## src/rtl/core/trm_pkg.sv

```systemverilog
package trm_pkg;

  localparam int NumRegs  = 8;
  localparam int IdxReg   = NumRegs - 1;
  localparam int FlgReg   = NumRegs - 2;
  // General registers below the flag register live in the memory.
  localparam int MemDepth = NumRegs - 2;
  localparam int MemAw    = (MemDepth > 1) ? $clog2(MemDepth) : 1;

  // Register selects are compared one bit wider than the 3-bit fields.
  localparam int SelW = 4;
  localparam logic [SelW-1:0] IdxSel = SelW'(IdxReg);
  localparam logic [SelW-1:0] FlgSel = SelW'(FlgReg);
  localparam logic [SelW-1:0] MemSel = SelW'(MemDepth);
  localparam logic [SelW-1:0] NumSel = SelW'(NumRegs);

  localparam logic [31:0] FlagEqualTo     = 32'd1;
  localparam logic [31:0] FlagGreaterThan = 32'd2;
  localparam logic [31:0] FlagLessThan    = 32'd3;

  typedef enum logic [2:0] {
    OpMov = 3'd0,
    OpAdd = 3'd1,
    OpSub = 3'd2,
    OpCmp = 3'd3,
    OpJeq = 3'd4,
    OpJgt = 3'd5,
    OpJlt = 3'd6
  } op_e;

  typedef struct packed {
    logic [2:0]         mode;
    logic [2:0]         dest_reg;
    logic               a_is_reg;
    logic [2:0]         a_reg;
    logic signed [31:0] a_const;
    logic               b_is_reg;
    logic [2:0]         b_reg;
    logic signed [31:0] b_const;
    logic [15:0]        jump_target;
  } trm_in_t;

  typedef struct packed {
    logic signed [31:0] next_index;
    logic signed [31:0] flag_value;
    logic signed [31:0] written_value;
    logic               wrote_reg;
  } trm_out_t;

  typedef struct packed {
    logic             en;
    logic [MemAw-1:0] a_addr;
    logic [MemAw-1:0] b_addr;
  } rf_rd_t;

  typedef struct packed {
    logic             en;
    logic [MemAw-1:0] addr;
    logic [31:0]      data;
  } rf_wr_t;

endpackage

```

## src/rtl/core/trm_regfile.sv

```systemverilog
module trm_regfile import trm_pkg::*; (
  input  logic        clk_i,
  input  logic        rst_ni,
  input  rf_rd_t      rd_i,
  input  rf_wr_t      wr_i,
  output logic [31:0] rd_a_data_o,
  output logic [31:0] rd_b_data_o
);

  logic [31:0]         mem [MemDepth];
  logic [MemDepth-1:0] vld_q;
  logic [31:0]         rdata_a_q, rdata_b_q;
  logic [MemAw-1:0]    addr_a_q, addr_b_q;
  logic                vld_a_q, vld_b_q;
  logic                fwd_en_q;
  logic [MemAw-1:0]    fwd_addr_q;
  logic [31:0]         fwd_data_q;
  logic                hit_a, hit_b;

  always_ff @(posedge clk_i) begin
    if (wr_i.en) begin
      mem[wr_i.addr] <= wr_i.data;
    end
    // A write at the same edge as the read is captured for bypass, since
    // the array returns the old contents.
    if (rd_i.en) begin
      rdata_a_q  <= mem[rd_i.a_addr];
      rdata_b_q  <= mem[rd_i.b_addr];
      addr_a_q   <= rd_i.a_addr;
      addr_b_q   <= rd_i.b_addr;
      fwd_addr_q <= wr_i.addr;
      fwd_data_q <= wr_i.data;
    end
  end

  always_ff @(posedge clk_i or negedge rst_ni) begin
    if (!rst_ni) begin
      vld_q    <= '0;
      vld_a_q  <= 1'b0;
      vld_b_q  <= 1'b0;
      fwd_en_q <= 1'b0;
    end else begin
      if (wr_i.en) begin
        vld_q[wr_i.addr] <= 1'b1;
      end
      if (rd_i.en) begin
        vld_a_q  <= vld_q[rd_i.a_addr];
        vld_b_q  <= vld_q[rd_i.b_addr];
        fwd_en_q <= wr_i.en;
      end
    end
  end

  assign hit_a = fwd_en_q && (fwd_addr_q == addr_a_q);
  assign hit_b = fwd_en_q && (fwd_addr_q == addr_b_q);

  // An entry never written since reset reads as zero.
  assign rd_a_data_o = hit_a ? fwd_data_q : (vld_a_q ? rdata_a_q : '0);
  assign rd_b_data_o = hit_b ? fwd_data_q : (vld_b_q ? rdata_b_q : '0);

endmodule

```

## src/rtl/core/tiny_register_machine_step.sv

```systemverilog
// A request accepted at a clock edge is registered in the execute stage; its result moves into the output
// register once that register is free, and is held on the output until it is taken.
// Throughput: one request per cycle unless the output stalls; the register file memory is read
// at acceptance and written back when the execute stage moves its result into the output register.
// Reset: asynchronous, active low; all registers read as zero and both stages come up empty.
// Input stall rises only while the execute stage is full and its result cannot move on.
module tiny_register_machine_step import trm_pkg::*; (
  input  logic     clk_i,
  input  logic     rst_ni,
  input  logic     in_valid_i,
  output logic     in_stall_o,
  input  trm_in_t  in_data_i,
  output logic     out_valid_o,
  input  logic     out_stall_i,
  output trm_out_t out_data_o
);

  logic        in_accept;
  logic        out_free;
  logic        e_fire;
  logic        e_valid_q;
  trm_in_t     e_q;
  logic [31:0] idx_q, idx_d;
  logic [31:0] flag_q, flag_d;
  logic        out_valid_q;
  trm_out_t    out_q;
  rf_rd_t      rf_rd;
  rf_wr_t      rf_wr;
  logic [31:0] rf_a_data, rf_b_data;
  logic [31:0] idx_inc, opa, opb, val;
  logic        wr;
  logic [SelW-1:0] a_sel, b_sel, d_sel, in_a_sel, in_b_sel;

  assign out_free   = !out_valid_q || !out_stall_i;
  assign e_fire     = e_valid_q && out_free;
  assign in_stall_o = e_valid_q && !out_free;
  assign in_accept  = in_valid_i && !in_stall_o;

  assign in_a_sel = {1'b0, in_data_i.a_reg};
  assign in_b_sel = {1'b0, in_data_i.b_reg};

  always_comb begin
    rf_rd.en     = in_accept;
    rf_rd.a_addr = (in_a_sel < MemSel) ? in_data_i.a_reg[MemAw-1:0] : '0;
    rf_rd.b_addr = (in_b_sel < MemSel) ? in_data_i.b_reg[MemAw-1:0] : '0;
  end

  trm_regfile u_regfile (
    .clk_i       (clk_i),
    .rst_ni      (rst_ni),
    .rd_i        (rf_rd),
    .wr_i        (rf_wr),
    .rd_a_data_o (rf_a_data),
    .rd_b_data_o (rf_b_data)
  );

  assign a_sel   = {1'b0, e_q.a_reg};
  assign b_sel   = {1'b0, e_q.b_reg};
  assign d_sel   = {1'b0, e_q.dest_reg};
  assign idx_inc = idx_q + 32'd1;

  // Register operands see the index after its increment.
  always_comb begin
    if (!e_q.a_is_reg) begin
      opa = e_q.a_const;
    end else if (a_sel == IdxSel) begin
      opa = idx_inc;
    end else if (a_sel == FlgSel) begin
      opa = flag_q;
    end else if (a_sel < MemSel) begin
      opa = rf_a_data;
    end else begin
      opa = '0;
    end
    if (!e_q.b_is_reg) begin
      opb = e_q.b_const;
    end else if (b_sel == IdxSel) begin
      opb = idx_inc;
    end else if (b_sel == FlgSel) begin
      opb = flag_q;
    end else if (b_sel < MemSel) begin
      opb = rf_b_data;
    end else begin
      opb = '0;
    end
  end

  always_comb begin
    val    = '0;
    wr     = 1'b0;
    idx_d  = idx_inc;
    flag_d = flag_q;
    case (e_q.mode)
      OpMov: begin
        val = opa;
        wr  = 1'b1;
      end
      OpAdd: begin
        val = opa + opb;
        wr  = 1'b1;
      end
      OpSub: begin
        val = opa - opb;
        wr  = 1'b1;
      end
      OpCmp: begin
        if (opa == opb) begin
          flag_d = FlagEqualTo;
        end else if ($signed(opa) > $signed(opb)) begin
          flag_d = FlagGreaterThan;
        end else begin
          flag_d = FlagLessThan;
        end
      end
      OpJeq: begin
        if (flag_q == FlagEqualTo) idx_d = {16'b0, e_q.jump_target};
      end
      OpJgt: begin
        if (flag_q == FlagGreaterThan) idx_d = {16'b0, e_q.jump_target};
      end
      OpJlt: begin
        if (flag_q == FlagLessThan) idx_d = {16'b0, e_q.jump_target};
      end
      default: begin
      end
    endcase

    rf_wr.en   = 1'b0;
    rf_wr.addr = e_q.dest_reg[MemAw-1:0];
    rf_wr.data = val;
    if (wr && (d_sel < NumSel)) begin
      if (d_sel == IdxSel) begin
        idx_d = val;
      end else if (d_sel == FlgSel) begin
        flag_d = val;
      end else begin
        rf_wr.en = e_fire;
      end
    end else begin
      wr  = 1'b0;
      val = '0;
      rf_wr.data = '0;
    end
  end

  always_ff @(posedge clk_i or negedge rst_ni) begin
    if (!rst_ni) begin
      e_valid_q   <= 1'b0;
      out_valid_q <= 1'b0;
      idx_q       <= '0;
      flag_q      <= '0;
    end else begin
      if (in_accept) begin
        e_valid_q <= 1'b1;
      end else if (e_fire) begin
        e_valid_q <= 1'b0;
      end
      if (e_fire) begin
        out_valid_q <= 1'b1;
        idx_q       <= idx_d;
        flag_q      <= flag_d;
      end else if (!out_stall_i) begin
        out_valid_q <= 1'b0;
      end
    end
  end

  always_ff @(posedge clk_i) begin
    if (in_accept) begin
      e_q <= in_data_i;
    end
    if (e_fire) begin
      out_q.next_index    <= idx_d;
      out_q.flag_value    <= flag_d;
      out_q.written_value <= val;
      out_q.wrote_reg     <= wr;
    end
  end

  assign out_valid_o = out_valid_q;
  assign out_data_o  = out_q;

endmodule

```

## config.mk

```make
export PLATFORM = sky130hd
export DESIGN_NAME = tiny_register_machine_step
export DESIGN_NICKNAME = d
export VERILOG_FILES = /design/src/rtl/core/trm_pkg.sv /design/src/rtl/core/trm_regfile.sv /design/src/rtl/core/tiny_register_machine_step.sv
export SDC_FILE = /design/constraint.sdc
export NUM_CORES = 1
export LEC_CHECK = 0
export BUFFER_PORTS_ARGS = -buffer_cell sky130_fd_sc_hd__buf_2
export CAP_MARGIN = 10
export CORE_ASPECT_RATIO = 0.6
export CORE_MARGIN = 2
export CORE_UTILIZATION = 25
export DETAILED_ROUTE_END_ITERATION = 6
export GPL_TIMING_DRIVEN = 0
export PLACE_DENSITY = 0.45
export SLEW_MARGIN = 5
export SYNTH_ARGS = -nofsm -noshare
export SYNTH_HDL_FRONTEND = slang
export SYNTH_SLANG_ARGS = --single-unit
export TNS_END_PERCENT = 1
```

## constraint.sdc

```tcl
create_clock -name clk_i -period 5.13 [get_ports clk_i]
set_input_delay 0.2565 -clock clk_i [delete_from_list [all_inputs] [get_ports clk_i]]
set_output_delay 0.2565 -clock clk_i [all_outputs]
set_load 0.005 [all_outputs]
```

==> results.yml, run 1 <==
synthesis:
  yosys.area_share.xor_xnor_pct: 1.44
  synth.most_common_cell: "edfxtp_1"
  synthFlopType: "edfxtp_1"
  ys_warn_count: 0
  synth_top_cell_by_area: "edfxtp_1"
  synthMuxAreaShare_pct: 7.17
  synthDistinctLibCells: 78
  synth_simple_gate_area_share_pct: 12.5
  synthAdderAreaFrac_pct: 2.92
  syn_area_um2: 29200
  ys_seq_elements: 563
  synthArstFlopShare_pct: 13.3
  synth_top_family_by_area: "compound AO/OA/AOI/OAI gates"
  yosys-top-cells-count: "edfxtp_1 (488), nand2_1 (263), a21oi_1 (191)"
  synth_area_leaders: "edfxtp_1 (50%), dfrtp_1 (6.4%), mux2_2 (4.1%), nand2_1 (3.4%), a21oi_1 (3.3%)"
  yosysSeqAreaShare_pct: 56.5
  synth_area_per_cell_um2: 11.0
  synth_compound_area_share_pct: 15.7
  synth_top_area_share_pct: 50.1
  syn_nets: 2818
  synth_edf_count: 488
  syn_inst: 2653
global_route:
  grt_antenna_before_repair: 2
  grt_pass1_wl_um: 178000
  grt_max_degree: 110
  grt_pass1_vias: 23000
  global_route.overflow_total: 0
  grt_usage_pct: 21.0
sta:
  fin_crit_sh_pct: 103
  hold_viol: 0
  fmax_mhz: 189
  drv_slew: 0
  worst_pin_slew_ns: 1.25
  fin_crit_ns: 5.28
  skew_ns: 0.0311
  setup_ws_ns: -0.150
  setup_viol: 77
  rsz0062_at_grt: "yes"
  fin_hold_ws_ns: 0.100
  relSlewSlack_pct: 16.3
finish:
  nets: 3274
  diodes: 0
  finalInstanceArea_um2: 37700
  drive_gt1_share_pct: 26.2
  fin_cells: 4686
  final_util_pct: 32.4
  area_delta_synth_final_pct: 29.0
worst_setup_path:
  rr_endpoint: "out_data_o[75]"
  start_kind: "register"
  cp_max_fo: 10
  cp-endpoint: "out_data_o[75]"
  crit_path_start: "a_sel[2]"
  r2r_slack_ns: -0.15
  r2r_start: "a_sel[2]"
  crit_arrival_ns: 5.60
  end_kind: "register"
  r2r_cells: 18
  crit_required_ns: 5.45
  critPathKind: "reg2reg"
cts:
  ctsHtreeMaxLevel: 2
  cts_root_buffer: "clkbuf_16"
  cts_sinks: 563
  clockBufferDepth: 3
  cts_tree: "yes"
  clk_transition_reported_paths_ns: 0.07
  cts-buffers-inserted: 53
  clk_latency_ns: 0.67
floorplanning:
  start_util_pct: 25.1
  rows: 97
  dieWidth_um: 446
  die_y_um: 269
  ios: 197
  core_area_um2: 116000
  die_area_um2: 120000
placement:
  port_buffers: 196
  dp.cells: 4409
  gp_routability_congestion: 0.998
  placed_area_um2: 32600
  hpwl_um: 100000
  post-place-ws_ns: -2.64
detailed_routing:
  first_pass_iters: 5
  avgViaCountPerCell: 5.36
  dr_total_vias: 25100
  drt_iter0_markers: 3408
  finalWirelength_um: 130000
  drc: 0
  drtAntennaViolNets: 0
  avgRoutedWirePerCell_um: 27.8
outcome:
  violations: "setup timing"
  outcome: "finished, violations left"
worst_hold_path:
  min_path_type: "in2async"
run:
  maxCapViolCount: 0
power:
  powerDensity_nw_per_um2: 402
  irDropWorstVdd_uv: 230
  p_leak_nw: 14.1
-- report_power, final --
part	switching [W]	total, W	leakage, nW	internal (W)
logic	0.00307	0.00476	7.57	0.00169
clock network	0.00191	0.00427	0.879	0.00236
registers	0.000457	0.00615	5.60	0.00569
total	0.00543	0.0152	14.1	0.00974
-- cells by family after synthesis --
family | Yosys count
XOR/XNOR | 48
AO/OA/AOI/OAI | 702
adder cells (fa/ha/maj) | 67
multiplexers | 192
flip-flops | 563
AND/OR/NAND/NOR | 793
buffers and inverters | 288
-- area by class of cell --
type | count | area (µm²)
Clock inverter | 25 | 339
Inverter | 106 | 418
Fill cell | 11900 | 78700
Multi-Input combinational cell | 1802 | 13200
Timing Repair Buffer | 416 | 3050
Sequential cell | 563 | 16500
Clock buffer | 73 | 1460
Buffer | 167 | 815
Tap cell | 1534 | 1920
-- repair_timing --
action | CTS | global route
hold buffers | 98 | 0
pin swaps | 53 | 73
endpoints found under the setup margin | 341 | 251
buffers inserted | 59 | 37
resized for setup | 288 | 160
hold endpoints to repair | 143 | 0
-- sequential cells by signal (all words and copies together), names as in the netlist, 3 cells and up --
name	flops
u_regfile.mem	192
out_data_o	97
e_q	85
flag_q	32
idx_q	32
u_regfile.fwd_data_q	32
u_regfile.rdata_a_q	32
u_regfile.rdata_b_q	32
u_regfile.vld_q	6
a_sel	3
b_sel	3
d_sel	3
u_regfile.addr_a_q	3
u_regfile.addr_b_q	3
u_regfile.fwd_addr_q	3
-- worst min-delay path by stage --
stage,from,end,slack (ns)
2_1_floorplan,rst_ni,e_valid_q,-0.04
3_3_place_gp,in_data_i[59],e_q[59],0.43
3_5_place_dp,rst_ni,out_valid_o,0.25
4_1_cts,rst_ni,out_valid_o,0.11
5_1_grt,rst_ni,out_valid_o,0.15
6_report,rst_ni,idx_q[25],0.10
-- cells in the final DEF (no fill, tap or decap), types with 53 or more instances in the layout --
cell type / count
buf_2: 202
mux2i_1: 82
nor2_1: 173
inv_1: 99
o21ai_0: 89
buf_4: 106
dlygate4sd3_1: 98
dfrtp_1: 67
clkbuf_16: 53
nand2_1: 260
edfxtp_1: 488
mux2_2: 105
nand3_1: 157
clkbuf_1: 106
a21oi_1: 150
-- critical path, cell delays in order (launching register included) --
cell       delay (ns)
edfxtp_1         0.42
nand2_1          0.39
clkbuf_2         0.40
nor2_1           0.11
a311oi_2         0.35
a21o_1           0.17
inv_1            0.07
ha_1             0.21
fa_1             0.49
o21ba_2          0.25
o211ai_1         0.31
a21oi_2          0.17
nor2_2           0.18
a211oi_1         0.13
xnor2_2          0.33
nand2_1          0.09
o21ai_0          0.14
a2bb2oi_2        0.44
mux2i_1          0.28
-- per-layer routing --
| metal | track usage [%] | part of all wire, % | up-vias |
|---|---|---|---|
| li1 | - | - | 10900 |
| met1 | 34.2 | 49 | 12700 |
| met2 | 26.7 | 37 | 1420 |
| met3 | 6.31 | 13 | 124 |
| met4 | 2.62 | 1.2 | 2 |
| met5 | 0.952 | 0.12 | - |
-- stage by stage --
step	power, W	setup TNS (ns)
floorplan	0.00821	0
global placement	0.00999	-1608.59
detailed placement	0.00996	-482.57
CTS	0.0148	-2.85
global route	0.0157	-13.79
finish	0.0152	-3.68
Note: power is estimated with default switching activity, not from simulation.
==> inputs of run 2 (changes only) <==
PLACE_DENSITY = 0.44   (was 0.45)
SLEW_MARGIN = not set   (was 5)
clock period = 5.1 ns   (was 5.13 ns; I/O delays follow)
==> results.yml, run 2 (synthesis gave the netlist of run 1 again) <==
cts:
  cts_root_buffer: "clkbuf_16"
  cts-buffers-inserted: 55
  cts_tree: "yes"
  clk_transition_reported_paths_ns: 0.08
  clk_latency_ns: 0.69
  ctsHtreeMaxLevel: 2
  cts_sinks: 563
  clockBufferDepth: 3
detailed_routing:
  dr_total_vias: 25200
  first_pass_iters: 7
  avgViaCountPerCell: 5.40
  drc: 2
  drtAntennaViolNets: 0
  avgRoutedWirePerCell_um: 28.3
  drt_iter0_markers: 3536
  finalWirelength_um: 132000
sta:
  drv_slew: 0
  fin_hold_ws_ns: 0.0749
  rsz0062_at_grt: "yes"
  fin_crit_ns: 5.48
  skew_ns: 0.0429
  relSlewSlack_pct: 8.72
  worst_pin_slew_ns: 1.37
  hold_viol: 0
  finalSetupTns_ns: -27.24
  setup_ws_ns: -0.380
  setup_viol: 172
  fmax_mhz: 182
  fin_crit_sh_pct: 107
worst_setup_path:
  end_kind: "register"
  crit_arrival_ns: 6.05
  cp_max_fo: 11
  critPathKind: "reg2reg"
  crit_required_ns: 5.67
  start_kind: "register"
floorplanning:
  ios: 197
  start_util_pct: 25.1
  core_area_um2: 116000
  die_area_um2: 120000
  dieWidth_um: 446
  die_y_um: 269
  rows: 97
power:
  p_seq_share_pct: 40.3
  powerDensity_nw_per_um2: 407
  p_leak_nw: 14.0
  p_int_w: 0.00977
  irDropWorstVdd_uv: 262
  pwr-share-clk_pct: 28.3
  p_comb_share_pct: 31.4
  p_sw_share_pct: 36.2
  power.switching_w: 0.00555
finish:
  drive_gt1_share_pct: 25.4
  area_delta_synth_final_pct: 28.6
  final_cell_mix: "edfxtp_1 (488), nand2_1 (260), buf_2 (206)"
  nets: 3262
  multiInputGateArea_um2: 13100
  largest_register_ffs: 192
  final_util_pct: 32.3
  final_common_cell: "edfxtp_1"
  top_register: "u_regfile.mem"
  fillCellCount: 11800
  ff_latch_area_um2: 16500
placement:
  post-place-ws_ns: -2.99
  port_buffers: 196
  hpwl_um: 102000
  gp_routability_congestion: 0.974
run:
  maxCapViolCount: 0
worst_hold_path:
  min_path_type: "in2async"
global_route:
  grt_pass1_vias: 23300
  grt_max_degree: 110
  grt_pass1_wl_um: 181000
  global_route.overflow_total: 0
  grt_antenna_before_repair: 5
  grt_usage_pct: 21.4
outcome:
  violations: "DRC, setup timing"
  outcome: "finished, violations left"
## run 2: final cells by class
| class | count | area share (%) |
|---|---|---|
| antenna | 2 | 0.0133 |
| buffer | 169 | 2.10 |
| clock buffer | 70 | 3.97 |
| clock inverter | 32 | 0.925 |
| inverter | 106 | 1.10 |
| multi-input combinational | 1802 | 34.8 |
| sequential | 563 | 44.0 |
| tap | 1534 | 5.10 |
| timing repair buffer | 400 | 8.00 |
## run 2: through the flow
step / instances / instance area, µm² / total power [W]
6_report: 4678 / 37600 / 0.0153
5_1_grt: 4677 / 37600 / 0.0159
4_1_cts: 4637 / 36800 / 0.0149
3_5_place_dp: 4411 / 32600 / 0.0100
3_3_place_gp: 4383 / 32100 / 0.0101
2_1_floorplan: 2653 / 29200 / 0.00825
## run 2: critical path, stage by stage (launching register included)
cell,delay [ns]
edfxtp_1,0.51
buf_4,0.25
clkbuf_1,0.63
a21oi_1,0.17
o21ai_2,0.27
a21oi_1,0.13
ha_1,0.36
or4_4,0.52
or3_4,0.44
a211o_1,0.34
o211ai_4,0.34
buf_4,0.18
o211ai_1,0.10
mux2i_1,0.18
nand2_1,0.08
a211o_4,0.37
o2bb2ai_4,0.20
mux2_4,0.29
## run 2: timing repair
item | CTS | global route
gates resized for setup | 290 | 141
setup buffers | 38 | 40
pin swaps | 39 | 46
hold endpoints to repair | 171 | 0
hold buffers | 98 | 0
setup endpoints to repair | 340 | 238
## run 2: worst paths after layout
path	start	to	slack, ns	cells past startpoint
min in group clk_i	in_data_i[57]	e_q[57]	0.28	2
hold reg to reg	e_valid_q	out_valid_o	0.48	1
hold / removal	rst_ni	flag_q[27]	0.07	2
setup / recovery	b_sel[0]	idx_q[31]	-0.38	17
setup reg to reg	b_sel[0]	idx_q[31]	-0.38	17
max in group asynchronous	rst_ni	idx_q[11]	4.28	3
## run 2: per-layer routing
metal | wire length, µm | vias to the layer above | global-route usage, %
met5 | 15 | - | 0
met4 | 2080 | 2 | 3.69
met3 | 17100 | 147 | 7.69
met2 | 48600 | 1448 | 26.7
met1 | 64700 | 12700 | 34.1
li1 | - | 10900 | -
## run 2: power by group through the flow
| stage | Sequential (W) | Combinational [W] | Clock [W] |
|---|---|---|---|
| after floorplan | 0.00607 | 0.00218 | 0 |
| after detailed placement | 0.00620 | 0.00383 | 0 |
| final | 0.00617 | 0.00481 | 0.00434 |
| after CTS | 0.00615 | 0.00434 | 0.00442 |
| after global placement | 0.00625 | 0.00381 | 0 |
| after global routing | 0.00621 | 0.00504 | 0.00461 |
